<file path="src/rtl/core/qfib_pkg.sv">
// qfib_pkg: shared types, codes and constants of the quad and fan index batcher
// no dependencies; imported by every module of the batcher core
`timescale 1ns / 1ps

package qfib_pkg;

  // request kinds
  localparam logic [1:0] FUNC_QUAD  = 2'd0;
  localparam logic [1:0] FUNC_FAN   = 2'd1;
  localparam logic [1:0] FUNC_FLUSH = 2'd2;

  // result kinds
  localparam logic [1:0] KIND_TRI  = 2'd0;
  localparam logic [1:0] KIND_DRAW = 2'd1;
  localparam logic [1:0] KIND_BIND = 2'd2;

  // geometry constants
  localparam int QUAD_VERTS   = 4;
  localparam int QUAD_INDICES = 6;
  localparam int TRI_INDICES  = 3;

  // parameter defaults
  localparam int DEF_VERTEX_CAPACITY = 1024;
  localparam int DEF_INDEX_CAPACITY  = 2048;
  localparam int DEF_MAX_FAN_EDGES   = 20;

  // field widths
  localparam int EDGE_W  = 5;
  localparam int IDX_W   = 10;
  localparam int CNT_W   = 12;
  localparam int TEX_W   = 16;
  localparam int CAP_W   = 18;

  typedef struct packed {
    logic [1:0]        func;
    logic [TEX_W-1:0]  texture_id;
    logic [EDGE_W-1:0] edge_count;
  } in_item_t;

  typedef struct packed {
    logic [1:0]       kind;
    logic [IDX_W-1:0] index_a;
    logic [IDX_W-1:0] index_b;
    logic [IDX_W-1:0] index_c;
    logic [CNT_W-1:0] draw_count;
    logic [TEX_W-1:0] bind_texture;
    logic [IDX_W-1:0] vertex_base;
    logic             last;
  } out_item_t;

  // controller to datapath
  typedef struct packed {
    logic accept;
    logic emit_draw;
    logic emit_bind;
    logic emit_tri;
    logic last;
  } cmd_t;

  // datapath to controller
  typedef struct packed {
    logic need_draw;
    logic need_bind;
    logic need_tri;
    logic tri_last;
  } status_t;

endpackage

</file>
<file path="src/rtl/core/qfib_ctrl.sv">
// qfib_ctrl: request sequencer and output valid control of the batcher
// depends on qfib_pkg for the command and status structs
`timescale 1ns / 1ps

module qfib_ctrl (
  input  logic              clk,
  input  logic              rst,
  input  logic              in_valid,
  output logic              in_stall,
  output logic              out_valid,
  input  logic              out_stall,
  input  qfib_pkg::status_t status,
  output qfib_pkg::cmd_t    cmd
);
  import qfib_pkg::*;

  localparam logic [1:0] S_IDLE = 2'd0;
  localparam logic [1:0] S_DRAW = 2'd1;
  localparam logic [1:0] S_BIND = 2'd2;
  localparam logic [1:0] S_TRI  = 2'd3;

  logic [1:0] state, state_next;
  logic       plan_bind, plan_bind_next;
  logic       plan_tri, plan_tri_next;
  logic       out_valid_next;
  logic       can_load;

  assign can_load = !out_valid || !out_stall;
  assign in_stall = (state != S_IDLE);

  always_comb begin
    state_next     = state;
    plan_bind_next = plan_bind;
    plan_tri_next  = plan_tri;
    out_valid_next = out_valid && out_stall;
    cmd            = '0;
    unique case (state)
      S_IDLE: begin
        if (in_valid) begin
          cmd.accept     = 1'b1;
          plan_bind_next = status.need_bind;
          plan_tri_next  = status.need_tri;
          if (status.need_draw) state_next = S_DRAW;
          else if (status.need_bind) state_next = S_BIND;
          else if (status.need_tri) state_next = S_TRI;
        end
      end
      S_DRAW: begin
        if (can_load) begin
          cmd.emit_draw  = 1'b1;
          cmd.last       = !plan_bind && !plan_tri;
          out_valid_next = 1'b1;
          if (plan_bind) state_next = S_BIND;
          else if (plan_tri) state_next = S_TRI;
          else state_next = S_IDLE;
        end
      end
      S_BIND: begin
        if (can_load) begin
          cmd.emit_bind  = 1'b1;
          cmd.last       = !plan_tri;
          out_valid_next = 1'b1;
          state_next     = plan_tri ? S_TRI : S_IDLE;
        end
      end
      S_TRI: begin
        if (can_load) begin
          cmd.emit_tri   = 1'b1;
          cmd.last       = status.tri_last;
          out_valid_next = 1'b1;
          if (status.tri_last) state_next = S_IDLE;
        end
      end
      default: state_next = S_IDLE;
    endcase
  end

  always_ff @(posedge clk) begin
    if (rst) begin
      state     <= S_IDLE;
      plan_bind <= 1'b0;
      plan_tri  <= 1'b0;
      out_valid <= 1'b0;
    end else begin
      state     <= state_next;
      plan_bind <= plan_bind_next;
      plan_tri  <= plan_tri_next;
      out_valid <= out_valid_next;
    end
  end

`ifndef SYNTH
  a_emit_onehot: assert property (@(posedge clk) disable iff (rst)
    $onehot0({cmd.accept, cmd.emit_draw, cmd.emit_bind, cmd.emit_tri}))
    else $error("more than one command in a cycle");

  a_emit_room: assert property (@(posedge clk) disable iff (rst)
    (cmd.emit_draw || cmd.emit_bind || cmd.emit_tri) |-> (!out_valid || !out_stall))
    else $error("result loaded over a stalled result");

  a_last_idle: assert property (@(posedge clk) disable iff (rst)
    (cmd.emit_tri && status.tri_last) |=> (state == S_IDLE))
    else $error("sequencer did not return to idle after final triangle");

  a_emit_valid: assert property (@(posedge clk) disable iff (rst)
    (cmd.emit_draw || cmd.emit_bind || cmd.emit_tri) |=> out_valid)
    else $error("loaded result not presented");
`endif

endmodule

</file>
<file path="src/rtl/core/qfib_dpath.sv">
// qfib_dpath: batch counters, bound texture, plan flags and result register
// depends on qfib_pkg; driven by commands from qfib_ctrl
`timescale 1ns / 1ps

module qfib_dpath #(
  parameter int VERTEX_CAPACITY = qfib_pkg::DEF_VERTEX_CAPACITY,
  parameter int INDEX_CAPACITY  = qfib_pkg::DEF_INDEX_CAPACITY,
  parameter int MAX_FAN_EDGES   = qfib_pkg::DEF_MAX_FAN_EDGES
) (
  input  logic                clk,
  input  logic                rst,
  input  qfib_pkg::in_item_t  in_data,
  input  qfib_pkg::cmd_t      cmd,
  output qfib_pkg::status_t   status,
  output qfib_pkg::out_item_t out_data
);
  import qfib_pkg::*;

  localparam int VCW    = $clog2(VERTEX_CAPACITY + 1);
  localparam int ICW    = $clog2(INDEX_CAPACITY + 1);
  localparam int VSUM_W = VCW + 1;
  localparam int ISUM_W = ICW + 2;
  localparam int E3_W   = EDGE_W + 2;

  logic [VCW-1:0]    vertex_count;
  logic [ICW-1:0]    index_count;
  logic [TEX_W-1:0]  current_texture;
  logic              texture_valid;

  logic              req_quad;
  logic [TEX_W-1:0]  req_tex;
  logic [EDGE_W-1:0] req_edges;
  logic [EDGE_W-1:0] tri_idx;

  // plan of the incoming request
  logic [EDGE_W-1:0] e_sat;
  logic [E3_W-1:0]   e3;
  logic              has_idx, tex_change, quad_ovf, fan_ovf, fan_huge, fan_zero;

  always_comb begin
    if (6'(in_data.edge_count) > 6'(MAX_FAN_EDGES)) e_sat = EDGE_W'(MAX_FAN_EDGES);
    else e_sat = in_data.edge_count;
    e3         = E3_W'({e_sat, 1'b0}) + E3_W'(e_sat);
    has_idx    = (index_count != '0);
    fan_zero   = (in_data.edge_count == '0);
    tex_change = !texture_valid || (current_texture != in_data.texture_id);
    quad_ovf   = (VSUM_W'(vertex_count) + VSUM_W'(QUAD_VERTS) > VSUM_W'(VERTEX_CAPACITY))
              || (ISUM_W'(index_count) + ISUM_W'(QUAD_INDICES) > ISUM_W'(INDEX_CAPACITY));
    fan_ovf    = (VSUM_W'(vertex_count) + VSUM_W'(e_sat) + VSUM_W'(1)
                  > VSUM_W'(VERTEX_CAPACITY))
              || (ISUM_W'(index_count) + ISUM_W'(e3) > ISUM_W'(INDEX_CAPACITY));
    fan_huge   = (CAP_W'(e_sat) + CAP_W'(1) > CAP_W'(VERTEX_CAPACITY))
              || (CAP_W'(e3) > CAP_W'(INDEX_CAPACITY));

    status = '0;
    unique case (in_data.func)
      FUNC_QUAD: begin
        status.need_draw = (tex_change || quad_ovf) && has_idx;
        status.need_bind = tex_change;
        status.need_tri  = 1'b1;
      end
      FUNC_FAN: begin
        status.need_draw = !fan_zero && fan_ovf && has_idx;
        status.need_tri  = !fan_zero && !fan_huge;
      end
      FUNC_FLUSH: status.need_draw = has_idx;
      default: status = '0;
    endcase
    status.tri_last = (tri_idx == (req_quad ? EDGE_W'(2) : req_edges) - EDGE_W'(1));
  end

  // triangle indices
  logic [IDX_W-1:0] v10, i10, idx_b, idx_c;
  logic [VCW-1:0]   v_add;
  logic [ICW-1:0]   i_add;

  always_comb begin
    v10   = IDX_W'(vertex_count);
    i10   = IDX_W'(tri_idx);
    idx_b = v10 + i10 + IDX_W'(1);
    // fan closure wraps back to the first rim vertex
    if (!req_quad && status.tri_last) idx_c = v10 + IDX_W'(1);
    else idx_c = v10 + i10 + IDX_W'(2);
    v_add = req_quad ? VCW'(QUAD_VERTS) : VCW'(req_edges) + VCW'(1);
    i_add = req_quad ? ICW'(QUAD_INDICES) : ICW'({req_edges, 1'b0}) + ICW'(req_edges);
  end

  // next result
  out_item_t out_data_next;

  always_comb begin
    out_data_next      = '0;
    out_data_next.last = cmd.last;
    if (cmd.emit_draw) begin
      out_data_next.kind       = KIND_DRAW;
      out_data_next.draw_count = CNT_W'(index_count);
    end else if (cmd.emit_bind) begin
      out_data_next.kind         = KIND_BIND;
      out_data_next.bind_texture = req_tex;
    end else begin
      out_data_next.kind        = KIND_TRI;
      out_data_next.index_a     = v10;
      out_data_next.index_b     = idx_b;
      out_data_next.index_c     = idx_c;
      out_data_next.vertex_base = v10;
    end
  end

  always_ff @(posedge clk) begin
    if (rst) begin
      vertex_count    <= '0;
      index_count     <= '0;
      current_texture <= '0;
      texture_valid   <= 1'b0;
    end else begin
      if (cmd.emit_draw) begin
        vertex_count <= '0;
        index_count  <= '0;
      end
      if (cmd.emit_bind) begin
        current_texture <= req_tex;
        texture_valid   <= 1'b1;
      end
      if (cmd.emit_tri && status.tri_last) begin
        vertex_count <= vertex_count + v_add;
        index_count  <= index_count + i_add;
      end
    end
  end

  always_ff @(posedge clk) begin
    if (cmd.accept) begin
      req_quad  <= (in_data.func == FUNC_QUAD);
      req_tex   <= in_data.texture_id;
      req_edges <= e_sat;
      tri_idx   <= '0;
    end else if (cmd.emit_tri) begin
      tri_idx <= tri_idx + EDGE_W'(1);
    end
    if (cmd.emit_draw || cmd.emit_bind || cmd.emit_tri) begin
      out_data <= out_data_next;
    end
  end

endmodule

</file>
<file path="src/rtl/core/quad_fan_index_batcher_core.sv">
// quad_fan_index_batcher_core: top level of the quad and fan index batcher
// depends on qfib_pkg, qfib_ctrl and qfib_dpath
`timescale 1ns / 1ps

// channel  direction  handshake            payload
// in       into core  in_valid / in_stall    qfib_pkg::in_item_t  (func, texture_id, edge_count)
// out      from core  out_valid / out_stall  qfib_pkg::out_item_t (one result per transfer)
//
// an item is taken when idle; its results then leave one per cycle unless out_stall holds them:
//   draw (if the batch flushes), bind (quads only, on a texture change), then its triangles
// the step that takes an item emits no result of its own; its results follow it in order
// results pass through the single result register, loaded at most once per cycle by the sequencer
// the next item is taken while the final result still sits in the result register
// an output stall holds only the result steps; rst is synchronous and clears the batch
module quad_fan_index_batcher_core #(
  parameter int VERTEX_CAPACITY = qfib_pkg::DEF_VERTEX_CAPACITY,
  parameter int INDEX_CAPACITY  = qfib_pkg::DEF_INDEX_CAPACITY,
  parameter int MAX_FAN_EDGES   = qfib_pkg::DEF_MAX_FAN_EDGES
) (
  input  logic                clk,
  input  logic                rst,
  input  logic                in_valid,
  output logic                in_stall,
  input  qfib_pkg::in_item_t  in_data,
  output logic                out_valid,
  input  logic                out_stall,
  output qfib_pkg::out_item_t out_data
);
  import qfib_pkg::*;

  // command and status between sequencer and datapath
  cmd_t    cmd;
  status_t status;

  // sequencer: accepts items, walks draw / bind / triangle results
  qfib_ctrl u_ctrl (
    .clk       (clk),
    .rst       (rst),
    .in_valid  (in_valid),
    .in_stall  (in_stall),
    .out_valid (out_valid),
    .out_stall (out_stall),
    .status    (status),
    .cmd       (cmd)
  );

  // datapath: batch counts, bound texture, index math, result register
  qfib_dpath #(
    .VERTEX_CAPACITY (VERTEX_CAPACITY),
    .INDEX_CAPACITY  (INDEX_CAPACITY),
    .MAX_FAN_EDGES   (MAX_FAN_EDGES)
  ) u_dpath (
    .clk      (clk),
    .rst      (rst),
    .in_data  (in_data),
    .cmd      (cmd),
    .status   (status),
    .out_data (out_data)
  );

endmodule
</file>
<file path="config.mk">
export PLATFORM = sky130hd
export DESIGN_NAME = quad_fan_index_batcher_core
export DESIGN_NICKNAME = d
export VERILOG_FILES = /design/src/rtl/core/qfib_pkg.sv /design/src/rtl/core/qfib_ctrl.sv /design/src/rtl/core/qfib_dpath.sv /design/src/rtl/core/quad_fan_index_batcher_core.sv
export SDC_FILE = /design/constraint.sdc
export NUM_CORES = 1
export LEC_CHECK = 0
export BUFFER_PORTS_ARGS = -buffer_cell sky130_fd_sc_hd__buf_2
export CAP_MARGIN = 40
export CORE_ASPECT_RATIO = 1.4
export CORE_UTILIZATION = 45
export DETAILED_ROUTE_END_ITERATION = 16
export PLACE_DENSITY = 0.67
export SLEW_MARGIN = 10
export SYNTH_ARGS = -nofsm -noshare
export SYNTH_HDL_FRONTEND = slang
export SYNTH_SLANG_ARGS = --single-unit
</file>
<file path="constraint.sdc">
create_clock -name clk -period 3.98 [get_ports clk]
set_input_delay 0.597 -clock clk [delete_from_list [all_inputs] [get_ports clk]]
set_output_delay 0.597 -clock clk [all_outputs]
set_load 0.03 [all_outputs]
</file>
==> flow_summary.ini, run 1 <==
[status]
status = complete, no violations

[floorplanning]
rows = 57
die_width_um = 115
start_util_pct = 46.2
core_um2 = 17400
top_level_ports = 100
dieArea_um2 = 18400
die_h_um = 160

[timing]
timing.hold.ws_ns = 0.371
finalSetupViolations = 0
rsz0062_at_grt = false
worstMarginPinSlew_ns = 0.756
fin_crit_sh_pct = 90.4
fin_skew_ns = 0.0102
maxSlewViolCount = 0
period_minus_slack_ns = 3.60
max_freq_mhz = 278
hold_viol_final = 0
relSlewSlack_pct = 49.6
finalSetupTns_ns = 0

[pwr]
p_int_mw = 3.49
peakVddDrop_uv = 322
pwr_density_cell_nw_per_um2 = 625
comb_power_share_pct = 37.7
seq_power_share_pct = 36.6
switching_share_pct = 40.6
leakage_nw = 3.93
p_switching_mw = 2.38
power.share.clock_pct = 25.7

[place]
io_buffer_count = 99
dpl.cell_count = 1148
dpl_cell_area_um2 = 8840
gp_congestion = 0.935
dpl.hpwl_mm = 14.4

[hold_path]
min_path_type = primary input to register
holdCritStartpoint = in_data[5]

[synthesis]
syn_area_per_cell_um2 = 9.61
ys_ff_latch = 133
synth_nets = 920
synthAdderAreaFrac_pct = 9.53
ys_seq_area_share_pct = 43.5
ys_types = 78
synthSimpleGateAreaFrac_pct = 19.3
synth_top_family_by_area = simple AND/OR/NAND/NOR gates
syn_area_um2 = 8030
synthCells = 836
ys_warn_count = 0
muxShareOfSynthArea_pct = 0.654
synthFlopType = edfxtp_1
synth_xor_area_share_pct = 6.95
synth_edf_count = 83
synthArstFlopShare_pct = 0
synth_compound_area_share_pct = 15.0

[drt]
final_antenna_net_count = 0
viasPerCell = 5.50
dr.pass1.iters = 5
vias = 6494
wl_per_cell_um = 16.6
drc = 0
routed_wl_mm = 19.6
drt_iter0_markers = 350

[final_layout]
drive_gt1_share_pct = 19.5
final_nets = 1015
area_growth_pct = 16.9
fin_area_um2 = 9390
diodes = 0
fin_cells = 1180

[critical_path]
start_kind = primary input
crit_required_ns = 4.30
cp_max_fo = 3
worstPathArrival_ns = 3.92
critPathMaxStageDelay_ns = 0.49
critPathSlowestCell = or4_4
cpMostUsedCell = ha_1
cp-startpoint = in_data[3]
reg2reg_from = u_dpath.req_edges[0]
path_class = primary input to register
path_cells = buf_2 -> o21ai_2 -> nand2_1 -> xor2_1 -> ha_1 -> ha_1 -> fa_1 -> and3_1 -> or4_4 -> a22oi_2 -> nand4_1 -> a31o_1 -> o31ai_4 -> nand2_2 -> a32o_1
endpoint_kind = register

[grt]
track_usage_pct = 22.4
antenna_found_initial = 0
grt_pass1_vias = 6307
grt_start_max_net_pins = 33
grt_overflow = 0
grt_pass1_wl_mm = 31.5

[cts]
clk_path_buf_depth = 2
cts_tree = yes
cts_hold_buf = 0
root_buffer = clkbuf_16
clkTransAtPathRegs_ns = 0.06
clk-insertion-delay-late_ns = 0.42
ctsResizeCount = 0
numCtsBuffers = 17
htreeDepth = 4
cts.sinks = 133
cts_setup_buffers = 0

[run]
max_cap_violations = 0
layout by cell type, fill, tap and decap left out, drive strengths merged, types with 11 or more instances in the layout:
cell	netlist	final
a211oi	12	12
a21o	18	18
a21oi	59	59
and2	13	13
and3	28	28
buf	18	127
clkbuf	33	18
dfxtp	50	50
edfxtp	83	83
ha	50	50
inv	43	46
nand2	72	72
nand3	24	24
nand4	14	14
nor2	80	80
nor2b	13	13
nor3	15	15
o21ai	21	21
or3	11	11
xnor2	41	41
xor2	21	21
cell families (layout without fill, tap and decap cells):
family | after synthesis | in the layout
compound gates | 178 | 178
xor+xnor | 62 | 62
fa+ha+maj | 57 | 57
buf+inv | 95 | 203
flops | 133 | 133
mux | 5 | 5
simple gates | 306 | 306
worst paths after layout:
path	cells after the start	to	slack [ns]
worst min register to register	2	u_dpath.current_texture[8]	0.47
worst min-delay path	1	u_dpath.req_tex[0]	0.37
worst max register to register	13	u_dpath.index_count[10]	0.53
worst max-delay path	15	u_ctrl.state[0]	0.38
cell type report:
cell class	instances	area, um2
fillers	1614	8010
multi-input cells	608	4140
flip-flops and latches	133	3490
repair buffers	127	738
clock buffers	18	429
well taps	236	295
inverters	44	165
clock inverters	14	129
stage by stage:
step	setup WS (ns)	util, %	power, mW
global placement	0.0136	50.6	4.37
floorplan	0.0181	-	3.80
detailed placement	-0.0341	50.8	4.39
CTS	0.398	54.0	5.91
finish	0.383	54.0	5.87
global route	0.199	54.0	6.19
critical path: cells and delay by family:
| kind | cells | cell delay [ns] |
|---|---|---|
| AO/OA/AOI/OAI | 5 | 1.16 |
| AND/OR/NAND/NOR | 5 | 0.94 |
| adder cells (fa/ha/maj) | 3 | 0.91 |
| XOR/XNOR | 1 | 0.18 |
| buffers and inverters | 1 | 0.11 |
power by group through the flow:
stage / clock [mW] / combinational (mW) / sequential [mW]
after floorplan: 0 / 1.06 / 2.74
after global placement: 0 / 2.20 / 2.17
after detailed placement: 0 / 2.22 / 2.17
after CTS: 1.53 / 2.23 / 2.15
after global routing: 1.59 / 2.40 / 2.20
final: 1.51 / 2.22 / 2.15
state kept, by name (all words and copies together) (netlist names), 2 cells and up:
register                 count
u_ctrl.state                 2
u_dpath.req_tex             16
u_dpath.current_texture     16
u_dpath.index_count         12
u_dpath.vertex_count        11
u_dpath.out_data            61
u_dpath.req_edges            5
u_dpath.tri_idx              5
cells in the mapped netlist (3+ instances only):
cell      count  area (um2)
or2_2         4        25.0
mux2i_1       3        30.0
a311oi_1      5        43.8
and2_1       12        75.1
nand3_1      24         120
clkbuf_1     33         124
o211ai_1      7        52.6
inv_1        43         161
a21o_1       18         135
nor4_1        6        37.5
xor2_1       19         166
ha_1         50         626
nand4_1      14        87.6
o31a_1        4        35.0
fa_1          7         140
dfxtp_1      50        1000
a31oi_1      10        62.6
edfxtp_1     83        2490
nor3b_1       3        22.5
nor2_1       79         297
o21bai_1      7        52.6
a21oi_1      59         295
buf_4        12        90.1
nand2b_1     10        62.6
nand2_1      71         267
o21ai_1       3        15.0
o21ai_0      18        90.1
a32oi_1       3        26.3
buf_2         5        25.0
and3_1       28         175
nand3b_1      4        30.0
a211oi_1     10        75.1
o31ai_1       4        30.0
nor3_1       14        70.1
xnor2_1      41         359
or3_1        10        62.6
nor2b_1      11        68.8
layer usage:
| layer | up-vias | routed length [um] | part of all wire (%) | track usage, % |
|---|---|---|---|---|
| met4 | 0 | 922 | 4.7 | 11.9 |
| met3 | 61 | 763 | 3.9 | 4.48 |
| met1 | 3053 | 7860 | 40 | 24.9 |
| met2 | 189 | 10000 | 51 | 39.5 |
| met5 | - | 0 | 0 | 0 |
| li1 | 3191 | - | - | - |
Note: power is estimated with default switching activity, not from simulation.
==> run 2: changes to the inputs <==
- PLACE_DENSITY: 0.67 -> not set
- clock period: 3.98 -> 4.3 ns (I/O delays scaled with it)
==> flow_summary.ini, run 2 (synthesis results as in run 1) <==
[status]
status = complete, no violations

[cts]
root_buffer = clkbuf_16
clk_path_buf_depth = 2
clk-insertion-delay-late_ns = 0.42
htreeDepth = 4
cts_tree = yes
numCtsBuffers = 17
cts_hold_buf = 0
cts_setup_buffers = 0
ctsResizeCount = 0
cts.sinks = 133
clkTransAtPathRegs_ns = 0.06

[critical_path]
r2r-end = u_dpath.index_count[10]
worstPathArrival_ns = 4.11
crit_required_ns = 4.62
worstSetupEndpoint = u_ctrl.state[0]
critPathMaxStageDelay_ns = 0.49
path_cells = buf_2 -> o21ai_1 -> nand2_1 -> xor2_1 -> ha_1 -> ha_1 -> fa_1 -> and3_1 -> or4_4 -> a22oi_2 -> nand4_1 -> a31o_1 -> o31ai_4 -> nand2_2 -> a32o_1
critPathSlowestCell = or4_4
cp-startpoint = in_data[3]
crit_cells = 15
ff2ff_setup_slack_ns = 0.78
path_class = primary input to register
cp_num_buf_inv = 1
cpMostUsedCell = ha_1
endpoint_kind = register
reg2reg_from = u_dpath.req_edges[0]
cp_top_family = compound AO/OA/AOI/OAI gates
start_kind = primary input
reg2regPathDepth = 13
cp_max_fo = 5

[final_layout]
final_util_pct = 53.6
regArea_um2 = 3490
drive_gt1_share_pct = 18.3
fillers = 1617
largest_reg_flops = 61
final_nets = 1003
multi_input_area_um2 = 4140
diodes = 0
reg.largest.list = u_dpath.out_data: 61 flops, u_dpath.current_texture: 16 flops, u_dpath.req_tex: 16 flops
final_common_cell = buf_2
area_growth_pct = 16.1
regMostFlops = u_dpath.out_data
final_cell_mix = buf_2, edfxtp_1, nor2_1, nand2_1, a21oi_1

[floorplanning]
core_um2 = 17400
start_util_pct = 46.2
die_width_um = 115
dieArea_um2 = 18400
die_h_um = 160
top_level_ports = 100
rows = 57

[place]
dpl.hpwl_mm = 14.2
io_buffer_count = 99
gp_congestion = 0.860

[timing]
max_freq_mhz = 264
maxSlewViolCount = 0
rsz0062_at_grt = false
finalSetupTns_ns = 0
worstMarginPinSlew_ns = 0.808
period_minus_slack_ns = 3.79
hold_viol_final = 0
fin_crit_sh_pct = 88.2
finalSetupViolations = 0
timing.hold.ws_ns = 0.414
fin_skew_ns = 0.00735
relSlewSlack_pct = 46.1

[grt]
grt_overflow = 0
grt_start_max_net_pins = 35
grt_pass1_vias = 6183
grt_pass1_wl_mm = 31.0
antenna_found_initial = 0
track_usage_pct = 22.0

[hold_path]
hold_depth = 1
min_path_type = primary input to register

[drt]
final_antenna_net_count = 0
vias = 6322
routed_wl_mm = 19.2
wl_per_cell_um = 16.4
drc = 0
dr.pass1.iters = 6
drt_iter0_markers = 320
viasPerCell = 5.41

[pwr]
peakVddDrop_uv = 305
leakage_nw = 3.88
pwr_density_cell_nw_per_um2 = 583

[run]
max_cap_violations = 0
==> run 2: cell count changes in the layout (fill, tap and decap cells not counted), sizes merged <==
cell      previous run  this run
clkinv               8         4
inv                 46        51
buf                127       115
clkinvlp             3         2
==> run 2: area by class of cell <==
cell class | count | area share [%]
Clock buffer | 18 | 4.71
Clock inverter | 14 | 1.46
Inverter | 44 | 1.77
Multi-Input combinational cell | 608 | 44.4
Sequential cell | 133 | 37.5
Tap cell | 236 | 3.17
Timing Repair Buffer | 115 | 7.03
==> run 2: report_power, final <==
group	internal, mW	leakage (nW)	switching (mW)
clock	0.824	0.277	0.591
combinational	0.584	2.39	1.45
sequential	1.84	1.21	0.141
==> run 2: worst register-to-register path, delay by kind of cell, from the launching register on <==
| family | cells | cell delay [ns] |
|---|---|---|
| flip-flops | 1 | 0.46 |
| buffers and inverters | 1 | 0.08 |
| AO/OA/AOI/OAI | 6 | 1.40 |
| adder cells (fa/ha/maj) | 3 | 1.09 |
| AND/OR/NAND/NOR | 3 | 0.40 |
==> run 2: through the flow <==
step                power (mW)  instance area (um2)  instances  setup slack (ns)
finish                    5.44                 9330       1168             0.509
global route              5.75                 9330       1168             0.286
CTS                       5.49                 9330       1168             0.529
detailed placement        4.07                 8750       1136            0.0822
global placement          4.03                 8690       1134             0.120
floorplan                 3.52                 8030        836             0.173
==> run 2: worst min path at each step <==
stage / from / end
after floorplan: u_dpath.texture_valid / u_dpath.texture_valid
after global placement: u_dpath.current_texture[9] / u_dpath.current_texture[9]
after detailed placement: u_dpath.current_texture[11] / u_dpath.current_texture[11]
after CTS: in_data[10] / u_dpath.req_tex[5]
after global routing: in_data[5] / u_dpath.req_tex[0]
final: in_data[10] / u_dpath.req_tex[5]
==> run 2: per-layer routing <==
layer / track usage (%) / up-vias / wire length, um
met1: 24.4 / 2973 / 7810
met2: 40.3 / 150 / 10200
met3: 3.98 / 39 / 647
li1: - / 3160 / -
met4: 9.27 / 0 / 491
met5: 0 / - / 0
==> run 3: changes to the inputs <==
- BUFFER_PORTS_ARGS: -buffer_cell sky130_fd_sc_hd__buf_2 -> -buffer_cell sky130_fd_sc_hd__buf_4
- SETUP_SLACK_MARGIN: not set -> 0.02
==> flow_summary.ini, run 3 (synthesis results as in run 1) <==
[grt]
antenna_found_initial = 0
grt_pass1_wl_mm = 32.3
grt_pass1_vias = 6506
grt_start_max_net_pins = 49
grt_overflow = 0
track_usage_pct = 23.0

[run]
max_cap_violations = 0

[timing]
layout_setup_ws_ns = 0.470
relSlewSlack_pct = 47.4
fin_skew_ns = 0.00933
period_minus_slack_ns = 3.83
worstMarginPinSlew_ns = 0.789
finalSetupViolations = 0
hold_viol_final = 0
maxSlewViolCount = 0
rsz0062_at_grt = false
fin_crit_sh_pct = 89.1
max_freq_mhz = 261
finalSetupTns_ns = 0

[hold_path]
min_path_type = primary input to register
hold_depth = 1

[place]
place_ws_ns = 0.0567
dpl.hpwl_mm = 14.9
gp_congestion = 0.884
dpl.cell_count = 1133
io_buffer_count = 99

[critical_path]
path_cells = buf_4 -> o21ai_1 -> nand2_1 -> xor2_1 -> ha_1 -> ha_1 -> fa_1 -> and3_1 -> or4_4 -> a22oi_2 -> nand4_1 -> a31o_1 -> o31ai_4 -> nand2_2 -> a32o_1
critPathMaxStageDelay_ns = 0.49
critPathSlowestCell = or4_4
endpoint_kind = register
start_kind = primary input
path_class = primary input to register
reg2regPathDepth = 11
cpMostUsedCell = ha_1
cp_max_fo = 5
worstPathArrival_ns = 4.15
crit_required_ns = 4.62

[floorplanning]
die_width_um = 115
core_um2 = 17400
rows = 57
top_level_ports = 100
start_util_pct = 46.2
die_h_um = 160
dieArea_um2 = 18400

[final_layout]
final_util_pct = 54.8
area_growth_pct = 18.7
final_common_cell = buf_4
regMostFlops = u_dpath.out_data
largest_reg_flops = 61
reg.largest.list = u_dpath.out_data: 61 flops, u_dpath.current_texture: 16 flops, u_dpath.req_tex: 16 flops
drive_gt1_share_pct = 18.1
final_nets = 1000
diodes = 0
fin_cells = 1165
final_cell_mix = buf_4, edfxtp_1, nor2_1, nand2_1, a21oi_1

[drt]
drc = 0
vias = 6451
wl_per_cell_um = 17.2
dr.pass1.iters = 4
viasPerCell = 5.54
final_antenna_net_count = 0
routed_wl_mm = 20.1
drt_iter0_markers = 282

[cts]
clk_path_buf_depth = 2
htreeDepth = 4
root_buffer = clkbuf_16
cts_hold_buf = 0
numCtsBuffers = 17
cts.sinks = 133
clkTransAtPathRegs_ns = 0.06
cts_tree = yes
cts_setup_buffers = 0
ctsResizeCount = 0
clk-insertion-delay-late_ns = 0.43

[status]
status = complete, no violations

[pwr]
leakage_nw = 3.94
finalPower_mw = 5.64
peakVddDrop_uv = 510
pwr_density_cell_nw_per_um2 = 592
[run 3: cell type report]
class,instances,area [um2]
well taps,236,295
inverters,44,165
multi-input cells,608,4140
clock buffers,21,482
fillers,1627,7870
flip-flops and latches,133,3490
repair buffers,112,848
clock inverters,11,113
[run 3: power breakdown]
part	internal, mW	switching (mW)
clock	0.870	0.577
sequential	1.84	0.163
combinational	0.725	1.46
[run 3: worst paths after layout]
check,from,to,slack (ns)
setup / recovery,in_data[3],u_ctrl.state[0],0.47
setup reg to reg,u_dpath.index_count[1],u_ctrl.state[0],0.81
hold reg to reg,u_dpath.current_texture[9],u_dpath.current_texture[9],0.47
hold / removal,in_data[18],u_dpath.req_tex[13],0.41
[run 3: metal layers]
metal	wire length, um	vias to the layer above	track usage [%]
li1	-	3157	-
met1	7660	3090	24.2
met2	10800	154	42.3
met3	702	50	3.72
met4	923	0	13.6
met5	0	-	0
[run 3: metrics by stage]
stage | hold WS, ns | area (um2)
floorplan | 0.440 | 8030
global placement | 0.454 | 8930
detailed placement | 0.462 | 8940
CTS | 0.397 | 9540
global route | 0.395 | 9540
finish | 0.406 | 9540
[run 3: worst max-delay path: cells and delay by family]
family | cells | cell delay, ns
compound gates | 5 | 1.27
simple gates | 5 | 1.00
fa+ha+maj | 3 | 0.94
xor+xnor | 1 | 0.17
buf+inv | 1 | 0.13
